===== config.mk =====
export PLATFORM = sky130hd
export DESIGN_NAME = mtel_seq
export DESIGN_NICKNAME = d
export VERILOG_FILES = /design/src/hdl/mtel_pkg.sv /design/src/hdl/mtel_seq.sv
export SDC_FILE = /design/constraint.sdc
export NUM_CORES = 1
export LEC_CHECK = 0
export BUFFER_PORTS_ARGS = -buffer_cell sky130_fd_sc_hd__buf_2
export CAP_MARGIN = 10
export CORE_UTILIZATION = 44
export CTS_CLUSTER_SIZE = 16
export DETAILED_ROUTE_END_ITERATION = 12
export GPL_ROUTABILITY_DRIVEN = 0
export PLACE_DENSITY = 0.78
export SETUP_SLACK_MARGIN = 0.1
export SLEW_MARGIN = 25
export SYNTH_ARGS = -nofsm -noshare
export SYNTH_HDL_FRONTEND = slang
export SYNTH_SLANG_ARGS = --single-unit

===== constraint.sdc =====
create_clock -name clk -period 2.6 [get_ports clk]
set_input_delay 0.78 -clock clk [delete_from_list [all_inputs] [get_ports clk]]
set_output_delay 0.78 -clock clk [all_outputs]
set_load 0.05 [all_outputs]

===== src/hdl/mtel_pkg.sv =====
// ---------------------------------------------------------------------------
// mtel_pkg
// Shared types and constants for the move-to-end order list: field widths,
// request codes, job classes and the microcode control word.
// ---------------------------------------------------------------------------
package mtel_pkg;

	localparam int ELEMENTS    = 1024;
	localparam int VAL_W       = 11;
	localparam int ADDR_W      = (ELEMENTS > 1) ? $clog2(ELEMENTS) : 1;
	localparam int IN_TDATA_W  = 16;
	localparam int OUT_TDATA_W = 40;

	typedef logic [VAL_W-1:0]  val_t;
	typedef logic [ADDR_W-1:0] addr_t;

	localparam logic [1:0] REQ_LEFT  = 2'd0;
	localparam logic [1:0] REQ_RIGHT = 2'd1;
	localparam logic [1:0] REQ_READ  = 2'd2;

	typedef enum logic [2:0] {
		J_BAD   = 3'd0,
		J_NOP   = 3'd1,
		J_READ  = 3'd2,
		J_LEFT  = 3'd3,
		J_RIGHT = 3'd4
	} job_t;

	typedef logic [3:0] step_t;

	localparam step_t ST_IDLE = 4'd0;
	localparam step_t ST_L1   = 4'd1;
	localparam step_t ST_L2   = 4'd2;
	localparam step_t ST_L3   = 4'd3;
	localparam step_t ST_R1   = 4'd4;
	localparam step_t ST_R2   = 4'd5;
	localparam step_t ST_R3   = 4'd6;
	localparam step_t ST_EMIT = 4'd7;
	localparam step_t ST_CLR  = 4'd8;

	typedef enum logic [1:0] {
		W_NONE   = 2'd0,
		W_ALWAYS = 2'd1,
		W_P_NZ   = 2'd2,
		W_N_NZ   = 2'd3
	} wcond_t;

	typedef enum logic [2:0] {
		A_P    = 3'd0,
		A_N    = 3'd1,
		A_V    = 3'd2,
		A_HEAD = 3'd3,
		A_TAIL = 3'd4,
		A_CLR  = 3'd5
	} asel_t;

	typedef enum logic [2:0] {
		D_P        = 3'd0,
		D_N        = 3'd1,
		D_V        = 3'd2,
		D_HEAD     = 3'd3,
		D_TAIL     = 3'd4,
		D_ZERO     = 3'd5,
		D_CLR_NEXT = 3'd6,
		D_CLR_PREV = 3'd7
	} dsel_t;

	typedef enum logic [1:0] {
		H_KEEP    = 2'd0,
		H_N_IF_P0 = 2'd1,
		H_V       = 2'd2
	} hsel_t;

	typedef enum logic [1:0] {
		T_KEEP    = 2'd0,
		T_P_IF_N0 = 2'd1,
		T_V       = 2'd2
	} tsel_t;

	typedef enum logic [2:0] {
		OP_NEXT     = 3'd0,
		OP_GOTO     = 3'd1,
		OP_DISPATCH = 3'd2,
		OP_WAIT_OUT = 3'd3,
		OP_CLEAR    = 3'd4
	} seqop_t;

	typedef struct packed {
		wcond_t nx_wc;
		asel_t  nx_as;
		dsel_t  nx_ds;
		wcond_t pv_wc;
		asel_t  pv_as;
		dsel_t  pv_ds;
		hsel_t  hsel;
		tsel_t  tsel;
		seqop_t op;
		step_t  target;
	} ctrl_t;

	typedef struct packed {
		logic accept;
		job_t job;
		logic out_free;
		logic clr_last;
	} seq_status_t;

endpackage


===== src/hdl/mtel_seq.sv =====
// ---------------------------------------------------------------------------
// mtel_seq
// Microcode sequencer: step counter, control store and jump logic.
// ---------------------------------------------------------------------------
module mtel_seq
	import mtel_pkg::*;
(
	input  logic        clk,
	input  logic        arst_n,
	input  seq_status_t status,
	output ctrl_t       ctrl
);

	step_t step_q;
	step_t step_d;

	always_comb begin
		ctrl = '{W_NONE, A_V, D_ZERO, W_NONE, A_V, D_ZERO, H_KEEP, T_KEEP, OP_GOTO, ST_IDLE};
		case (step_q)
			ST_IDLE: ctrl.op = OP_DISPATCH;
			ST_L1, ST_R1: begin
				ctrl = '{W_P_NZ, A_P, D_N, W_N_NZ, A_N, D_P, H_N_IF_P0, T_P_IF_N0,
					OP_NEXT, ST_IDLE};
			end
			ST_L2: ctrl = '{W_ALWAYS, A_V, D_HEAD, W_ALWAYS, A_HEAD, D_V, H_KEEP, T_KEEP,
				OP_NEXT, ST_IDLE};
			ST_L3: ctrl = '{W_NONE, A_V, D_ZERO, W_ALWAYS, A_V, D_ZERO, H_V, T_KEEP,
				OP_GOTO, ST_EMIT};
			ST_R2: ctrl = '{W_ALWAYS, A_TAIL, D_V, W_ALWAYS, A_V, D_TAIL, H_KEEP, T_KEEP,
				OP_NEXT, ST_IDLE};
			ST_R3: ctrl = '{W_ALWAYS, A_V, D_ZERO, W_NONE, A_V, D_ZERO, H_KEEP, T_V,
				OP_GOTO, ST_EMIT};
			ST_EMIT: ctrl.op = OP_WAIT_OUT;
			ST_CLR: ctrl = '{W_ALWAYS, A_CLR, D_CLR_NEXT, W_ALWAYS, A_CLR, D_CLR_PREV,
				H_KEEP, T_KEEP, OP_CLEAR, ST_IDLE};
			default: ;
		endcase
	end

	always_comb begin
		step_d = step_q;
		unique case (ctrl.op)
			OP_NEXT: step_d = step_q + 4'd1;
			OP_GOTO: step_d = ctrl.target;
			OP_DISPATCH: begin
				if (status.accept) begin
					case (status.job)
						J_LEFT:  step_d = ST_L1;
						J_RIGHT: step_d = ST_R1;
						default: step_d = ST_EMIT;
					endcase
				end
			end
			OP_WAIT_OUT: if (status.out_free) step_d = ctrl.target;
			OP_CLEAR:    if (status.clr_last) step_d = ctrl.target;
			default:     step_d = ST_IDLE;
		endcase
	end

	always_ff @(posedge clk or negedge arst_n) begin
		if (!arst_n) begin
			step_q <= ST_CLR;
		end else begin
			step_q <= step_d;
		end
	end

endmodule


==> run summary, run 1 <==
Status = finished, violations left
Failing checks = setup timing
Period utilization = 1.006
Synth Cell Area = 676.9 µm²
CP endpoint kind = output pin
DRC errors left = 0
Area delta synth->final = 58.78%
Hold Path Class = in2async
Net count, final = 150
Reg2reg end = step_q[2]
Clock transition at the registers of the reported paths = 0.04 ns
# hold bufs at CTS = 0
CP max stage delay = 0.46 ns
Synth Warn # = 0
Most frequent cell after synthesis = nand2_1
Initial DRT Pass Iterations = 4
Register with the most flip-flops = step_q
Final Setup Violations = 1
IO Pins = 35
First-pass GRT wire length = 2525 µm
Vias in the first global route = 581
Final setup slack of the worst path = -0.01624 ns
Port Buffers = 33
Crit path max-delay family = flip-flops
Worst slew pin tran = 0.5954 ns
Vias per inst = 5.500
Filler Cell Count = 88
Fin. Hold Viols = 0
Die Ht = 41.22 µm
Synth unique cells = 34
Worst EP required = 1.82 ns
Startpoint Class = flip-flop
Top Registers = step_q (4)
Post-synth EDFFs = 0
Top cells by area, synth = dfrtp_1 (11%), buf_4 (8.9%), ha_1 (7.4%)
Initial antenna violation count = 0
Vias = 836
Clk Latency, worst-skew pair = 0.25 ns
Largest net degree at the start of global routing = 18
Syn avg cell area = 6.702 µm²
Row Count = 13
CTS HTree Levels = 1
Post-synthesis register bit count = 4
DRT Wirelength = 2168 µm
FF+latch area = 103.9 µm²
Util after Layout = 0.7866
Starting Density = 0.4954
Reg-to-Reg Start = step_q[1]
Cts bufs inserted = 3
RSZ-0062 raised after global routing = yes
Global Route Usage Sum = 0.2275
MaxCap Viol Count = 0
# clock sinks = 4
DR iter-0 viols = 16
Reg2reg path depth = 6
ANT nets after route = 0
Die area = 1699 µm²
Worst-path maximum fanout = 5
Antenna diodes = 0
Core area = 1366 µm²
DP HPWL = 1296 µm
Largest register FFs = 4
Seq/Total Area, Yosys = 0.1497
Crit path cell chain = inv_4, ha_4, inv_2, a21oi_2, o22ai_2, a21oi_4, nand4_1, buf_6
Fin. max-slew vios = 0
Multi-input gate area = 574.3 µm²
Critical-path top delay cell = dfrtp_2
Reg2Reg Setup Slack = 0.72 ns
Clock Tree Buf Depth = 2
Top FF cell, synth = dfrtp_1
Clock Root Buffer = clkbuf_4
Drt wl/cell = 14.26 µm
CTS tree = yes
Slew margin rel. = 0.5968
Commonest cells post-synth = nand2_1 (13), nor2_1 (12), inv_1 (11)
Die W = 41.22 µm
Fmax = 382.2 MHz
Clock Skew = 0.004666 ns
CP Buf/Inv Count = 3
Syn nets = 113
Share of layout cells above drive strength 1 = 0.5839
Min Tclk post-route = 2.616 ns
CP Class = reg2out
Area leader, netlist = dfrtp_1
Total grt overflow = 0
Synth top area share = 0.1109
Synth Instances = 101
Ys async rst share = 1.000
WP data arrival = 1.84 ns
## layer usage
metal	vias to the layer above	routed length (µm)	GRT usage
li1	402	-	-
met1	393	924	0.2620
met2	39	1087	0.4063
met3	2	145	0.08152
met4	0	11	0.03226
met5	-	0	0
## kinds of logic after synthesis
kind of cell               count (synthesis)  share of synthesized area
adders and majority gates                  4                    0.07394
buffers and inverters                     25                     0.2015
DFF                                        4                     0.1497
muxes                                      2                    0.02958
and+or+nand+nor                           40                     0.2902
AOI/OAI and AO/OA                         25                     0.2495
other                                      1                   0.005540
## worst max-delay path by stage
| stage | cells after the start | start | slack (ns) | endpoint |
|---|---|---|---|---|
| floorplan | 8 | step_q[1] | -0.09 | ctrl[15] |
| global placement | 8 | step_q[0] | 0.18 | ctrl[15] |
| detailed placement | 8 | step_q[0] | 0.08 | ctrl[15] |
| CTS | 8 | step_q[1] | 0.11 | ctrl[15] |
| global route | 8 | step_q[1] | -0.08 | ctrl[15] |
| finish | 8 | step_q[1] | -0.02 | ctrl[15] |
## cells in the final DEF, fill, tap and decap left out, types with 2 or more instances in the layout
| cell type | Yosys | layout |
|---|---|---|
| dfrtp_2 | 0 | 2 |
| mux2i_1 | 2 | 2 |
| buf_6 | 1 | 2 |
| inv_2 | 0 | 2 |
| nor2b_1 | 4 | 3 |
| buf_8 | 0 | 3 |
| nand3_2 | 0 | 2 |
| inv_4 | 0 | 2 |
| nand2b_4 | 1 | 2 |
| clkbuf_4 | 0 | 4 |
| buf_4 | 8 | 12 |
| a21oi_4 | 0 | 3 |
| ha_4 | 0 | 3 |
| o21ai_0 | 4 | 3 |
| inv_1 | 11 | 7 |
| nor3_1 | 2 | 2 |
| a21oi_1 | 9 | 5 |
| buf_2 | 4 | 28 |
| nor2_1 | 12 | 10 |
| a21oi_2 | 1 | 2 |
| nand2_1 | 13 | 12 |
## timing repair
action | 4_1_cts | 5_1_grt
endpoints found under the setup margin | 24 | 15
pin swaps | 0 | 5
buffers inserted | 1 | 7
gates resized for setup | 19 | 15
## final cells by class
| type | count | share of cell area |
|---|---|---|
| Inverter | 11 | 0.04307 |
| Timing Repair Buffer | 46 | 0.2841 |
| Clock buffer | 4 | 0.02445 |
| Sequential cell | 4 | 0.09662 |
| Tap cell | 15 | 0.01746 |
| Multi-Input combinational cell | 72 | 0.5343 |
## through the flow
| stage | hold WS [ns] | cells | TNS, ns | instance area [µm²] | setup slack (ns) |
|---|---|---|---|---|---|
| 2_1_floorplan | 0.4844 | 101 | -0.1194 | 757.0 | -0.08941 |
| 3_3_place_gp | 0.5871 | 140 | 0 | 875.8 | 0.1812 |
| 3_5_place_dp | 0.5866 | 140 | 0 | 875.8 | 0.08435 |
| 4_1_cts | 0.3200 | 145 | 0 | 974.7 | 0.1059 |
| 5_1_grt | 0.3237 | 152 | -0.08328 | 1075 | -0.07636 |
| 6_report | 0.3320 | 152 | -0.01624 | 1075 | -0.01624 |
Power of run 1 is not shown: default switching activity piles up to over one toggle a cycle in this logic, so the estimate is an artifact.
==> inputs of run 2 (changes only) <==
Settings changed: PLACE_DENSITY 0.78 to unset, PLACE_DENSITY_LB_ADDON set to 0.2.
==> run summary, run 2 (synthesis gave the netlist of run 1 again) <==
Die Ht = 41.22 µm
DRT Wirelength = 1965 µm
Cell Area, Placed = 890.9 µm²
Fin. max-slew vios = 0
FF+latch area = 103.9 µm²
Clk Latency, worst-skew pair = 0.24 ns
DP HPWL = 1346 µm
CP Launch Point = step_q[1]
ANT nets after route = 0
CTS tree = yes
CTS HTree Levels = 1
First-pass GRT wire length = 2649 µm
Commonest non-fill, non-tap cell in the layout = buf_2
# clock sinks = 4
Period utilization = 0.9535
Net count, final = 150
Filler Cell Count = 102
Initial DRT Pass Iterations = 4
Top Registers = step_q (4)
Total grt overflow = 0
Starting Density = 0.4954
Status = finished clean
Clock Tree Buf Depth = 2
Core area = 1366 µm²
Multi-input gate area = 581.8 µm²
Port Buffers = 33
Reg-to-Reg Start = step_q[0]
Met3 Usage GRT = 0.05435
Fmax = 403.4 MHz
Startpoint Class = flip-flop
CP Class = reg2out
Clock transition at the registers of the reported paths = 0.04 ns
Final Setup Violations = 0
Worst EP required = 1.82 ns
IO Pins = 35
Most frequent cells in the layout = buf_2 (27), buf_4 (16), nand2_1 (12), inv_1 (9), nor2_1 (9)
Antenna diodes = 0
Hold_ws = 0.3394 ns
Clock Skew = 0.0008043 ns
Row Count = 13
Util after Layout = 0.7802
Drt wl/cell = 12.93 µm
Initial antenna violation count = 0
Fin. Hold Viols = 0
WP data arrival = 1.70 ns
Met1 Use GR = 0.2810
Min Tclk post-route = 2.479 ns
Largest net degree at the start of global routing = 11
Worst-path maximum fanout = 5
Share of layout cells above drive strength 1 = 0.5839
Die area = 1699 µm²
Cts bufs inserted = 3
Met2 Resource Use GR = 0.4141
Area delta synth->final = 57.49%
DRC errors left = 0
Die W = 41.22 µm
Global routing's busiest layer = met2
Vias in the first global route = 619
CP endpoint kind = output pin
Clock Root Buffer = clkbuf_4
Largest register FFs = 4
DR iter-0 viols = 15
Vias = 815
Hold Path Class = in2async
Total negative slack = 0 ns
Global Route Usage Sum = 0.2327
Post-route cell area = 1066 µm²
RSZ-0062 raised after global routing = yes
Worst slew pin tran = 0.5414 ns
Slew margin rel. = 0.6334
MaxCap Viol Count = 0
Register with the most flip-flops = step_q
Vias per inst = 5.362
run 2: cell count changes in the layout (fill, tap and decap cells not counted), moves of 2 or more:
cell | previous run | this run
buf_4 | 12 | 16
buf_8 | 3 | 0
inv_1 | 7 | 9
inv_2 | 2 | 0
nor2b_1 | 3 | 1
run 2: path summary, 6_finish.rpt:
path,end,slack [ns],cells past startpoint
max,ctrl[15],0.12,8
min,step_q[0],0.34,1
max reg2reg,step_q[2],0.68,7
min reg2reg,step_q[2],0.69,1
max in group asynchronous,step_q[3],2.06,1
min in group clk,step_q[2],0.69,1
run 2: routing by layer:
metal / routed length, µm / share of wire
met1: 861 / 0.44
met2: 1025 / 0.52
met3: 79 / 0.040
met4: 0 / 0
met5: 0 / 0
run 2: area by class of cell:
class / instances / share of cell area
clock buffer: 4 / 0.02465
timing repair buffer: 46 / 0.2711
tap: 15 / 0.01761
inverter: 11 / 0.04343
sequential: 4 / 0.09742
multi-input combinational: 72 / 0.5458
run 2: critical path, stage by stage, from the launching register on:
cell	delay (ns)
dfrtp_2	0.45
inv_4	0.10
ha_4	0.17
inv_1	0.06
a21oi_2	0.12
o22ai_2	0.10
a21oi_4	0.14
nand4_1	0.14
buf_6	0.18
run 2: repair_timing:
item,CTS,global route
buffers inserted,5,1
hold buffers,0,0
setup endpoints to repair,15,21
resized for setup,19,12
run 2: through the flow:
step / worst slack (ns) / std cells
global route: 0.05576 / 152
CTS: 0.09275 / 151
global placement: 0.2151 / 142
floorplan: -0.08941 / 101
detailed placement: 0.1116 / 142
finish: 0.1208 / 152
Power of run 2 is left out for the same reason.
==> inputs of run 3 (changes only) <==
Settings changed: CORE_ASPECT_RATIO set to 1.1.
==> run summary, run 3 (synthesis gave the netlist of run 1 again) <==
DP HPWL = 1300 µm
CP Buf/Inv Count = 3
Vias = 779
Most frequent cells in the layout = buf_2 (28), nand2_1 (12), buf_4 (11), nor2_1 (10), inv_1 (9)
CP max stage delay = 0.46 ns
Top Registers = step_q (4)
First-pass GRT wire length = 2697 µm
ANT nets after route = 0
FF+latch area = 105.1 µm²
DRT Wirelength = 1749 µm
Row Count = 14
Die area = 1699 µm²
Largest register FFs = 4
Worst slew pin tran = 0.5371 ns
Worst EP required = 1.82 ns
Min Tclk post-route = 2.448 ns
Final setup slack of the worst path = 0.1519 ns
Filler Cell Count = 107
Vias per inst = 5.228
Critical-path top delay cell = dfrtp_2
Initial antenna violation count = 0
Crit path max-delay family = flip-flops
Clock Skew = 0.003470 ns
Worst slack at placement = 0.1197 ns
Fin. Hold Viols = 0
Slew margin rel. = 0.6362
Net count, final = 146
Die Ht = 43.14 µm
Fmax = 408.5 MHz
Core area = 1401 µm²
Vias in the first global route = 636
Antenna diodes = 0
Commonest non-fill, non-tap cell in the layout = buf_2
IO Pins = 35
Port Buffers = 33
RSZ-0062 raised after global routing = yes
Initial DRT Pass Iterations = 4
CTS tree = yes
# clock sinks = 4
CP Class = reg2out
Clock transition at the registers of the reported paths = 0.04 ns
Final Setup Violations = 0
Status = finished clean
Clock Tree Buf Depth = 2
DRC errors left = 0
Cts bufs inserted = 3
Crit path cell chain = inv_4, ha_4, inv_1, a21oi_2, o22ai_2, a21oi_4, nand4_1, buf_6
DR iter-0 viols = 10
WP data arrival = 1.67 ns
Clk Latency, worst-skew pair = 0.23 ns
Startpoint Class = flip-flop
CTS HTree Levels = 1
Clock Root Buffer = clkbuf_4
MaxCap Viol Count = 0
Hold Path Class = in2async
Largest net degree at the start of global routing = 12
Fin. max-slew vios = 0
Share of layout cells above drive strength 1 = 0.5789
Register with the most flip-flops = step_q
Period utilization = 0.9416
Starting Density = 0.4830
Worst-path maximum fanout = 5
Total grt overflow = 0
Multi-input gate area = 579.3 µm²
Drt wl/cell = 11.74 µm
# hold bufs at CTS = 0
Global Route Usage Sum = 0.2169
Die W = 39.40 µm
Area delta synth->final = 52.68%
CP endpoint kind = output pin
-- run 3: what timing repair did --
| action | 4_1_cts | 5_1_grt |
|---|---|---|
| endpoints found under the setup margin | 19 | 12 |
| resized for setup | 23 | 7 |
| setup buffers | 3 | 1 |
-- run 3: worst paths after layout --
| path | slack (ns) | endpoint | cells past startpoint | from |
|---|---|---|---|---|
| worst max-delay path | 0.15 | ctrl[15] | 8 | step_q[1] |
| worst min-delay path | 0.34 | step_q[0] | 1 | arst_n |
| worst max register to register | 0.72 | step_q[2] | 7 | step_q[0] |
| worst min register to register | 0.66 | step_q[1] | 2 | step_q[1] |
| max in group asynchronous | 2.05 | step_q[3] | 1 | arst_n |
| min in group clk | 0.66 | step_q[1] | 2 | step_q[1] |
-- run 3: per-layer routing --
metal	GRT usage	routed length, µm	vias up	part of all wire
li1	-	-	393	-
met1	0.3117	783	349	0.45
met2	0.3500	856	37	0.49
met3	0.03141	109	0	0.062
met4	0.02069	0	0	0
met5	0	0	-	0
-- run 3: worst register-to-register path, stage by stage (launching register included) --
cell	delay [ns]
dfrtp_2	0.44
inv_4	0.07
ha_4	0.18
buf_4	0.16
or4_4	0.53
a21oi_2	0.18
a21o_1	0.12
a22o_1	0.12
-- run 3: layout make-up --
cell class	count	area share
multi-input combinational	72	0.5605
sequential	4	0.1017
timing repair buffer	42	0.2482
clock buffer	4	0.02542
inverter	11	0.04479
tap	16	0.01937
-- run 3: per-stage QoR --
| step | instances | util | hold slack (ns) | instance area [µm²] | setup TNS, ns |
|---|---|---|---|---|---|
| 3_3_place_gp | 141 | 0.6259 | 0.5862 | 877.1 | 0 |
| 4_1_cts | 148 | 0.7188 | 0.3446 | 1007 | 0 |
| 3_5_place_dp | 141 | 0.6259 | 0.5887 | 877.1 | 0 |
| 6_report | 149 | 0.7375 | 0.3450 | 1033 | 0 |
| 5_1_grt | 149 | 0.7375 | 0.3424 | 1033 | 0 |
| 2_1_floorplan | 101 | - | 0.4844 | 757.0 | -0.1194 |
Power of run 3 is left out for the same reason.
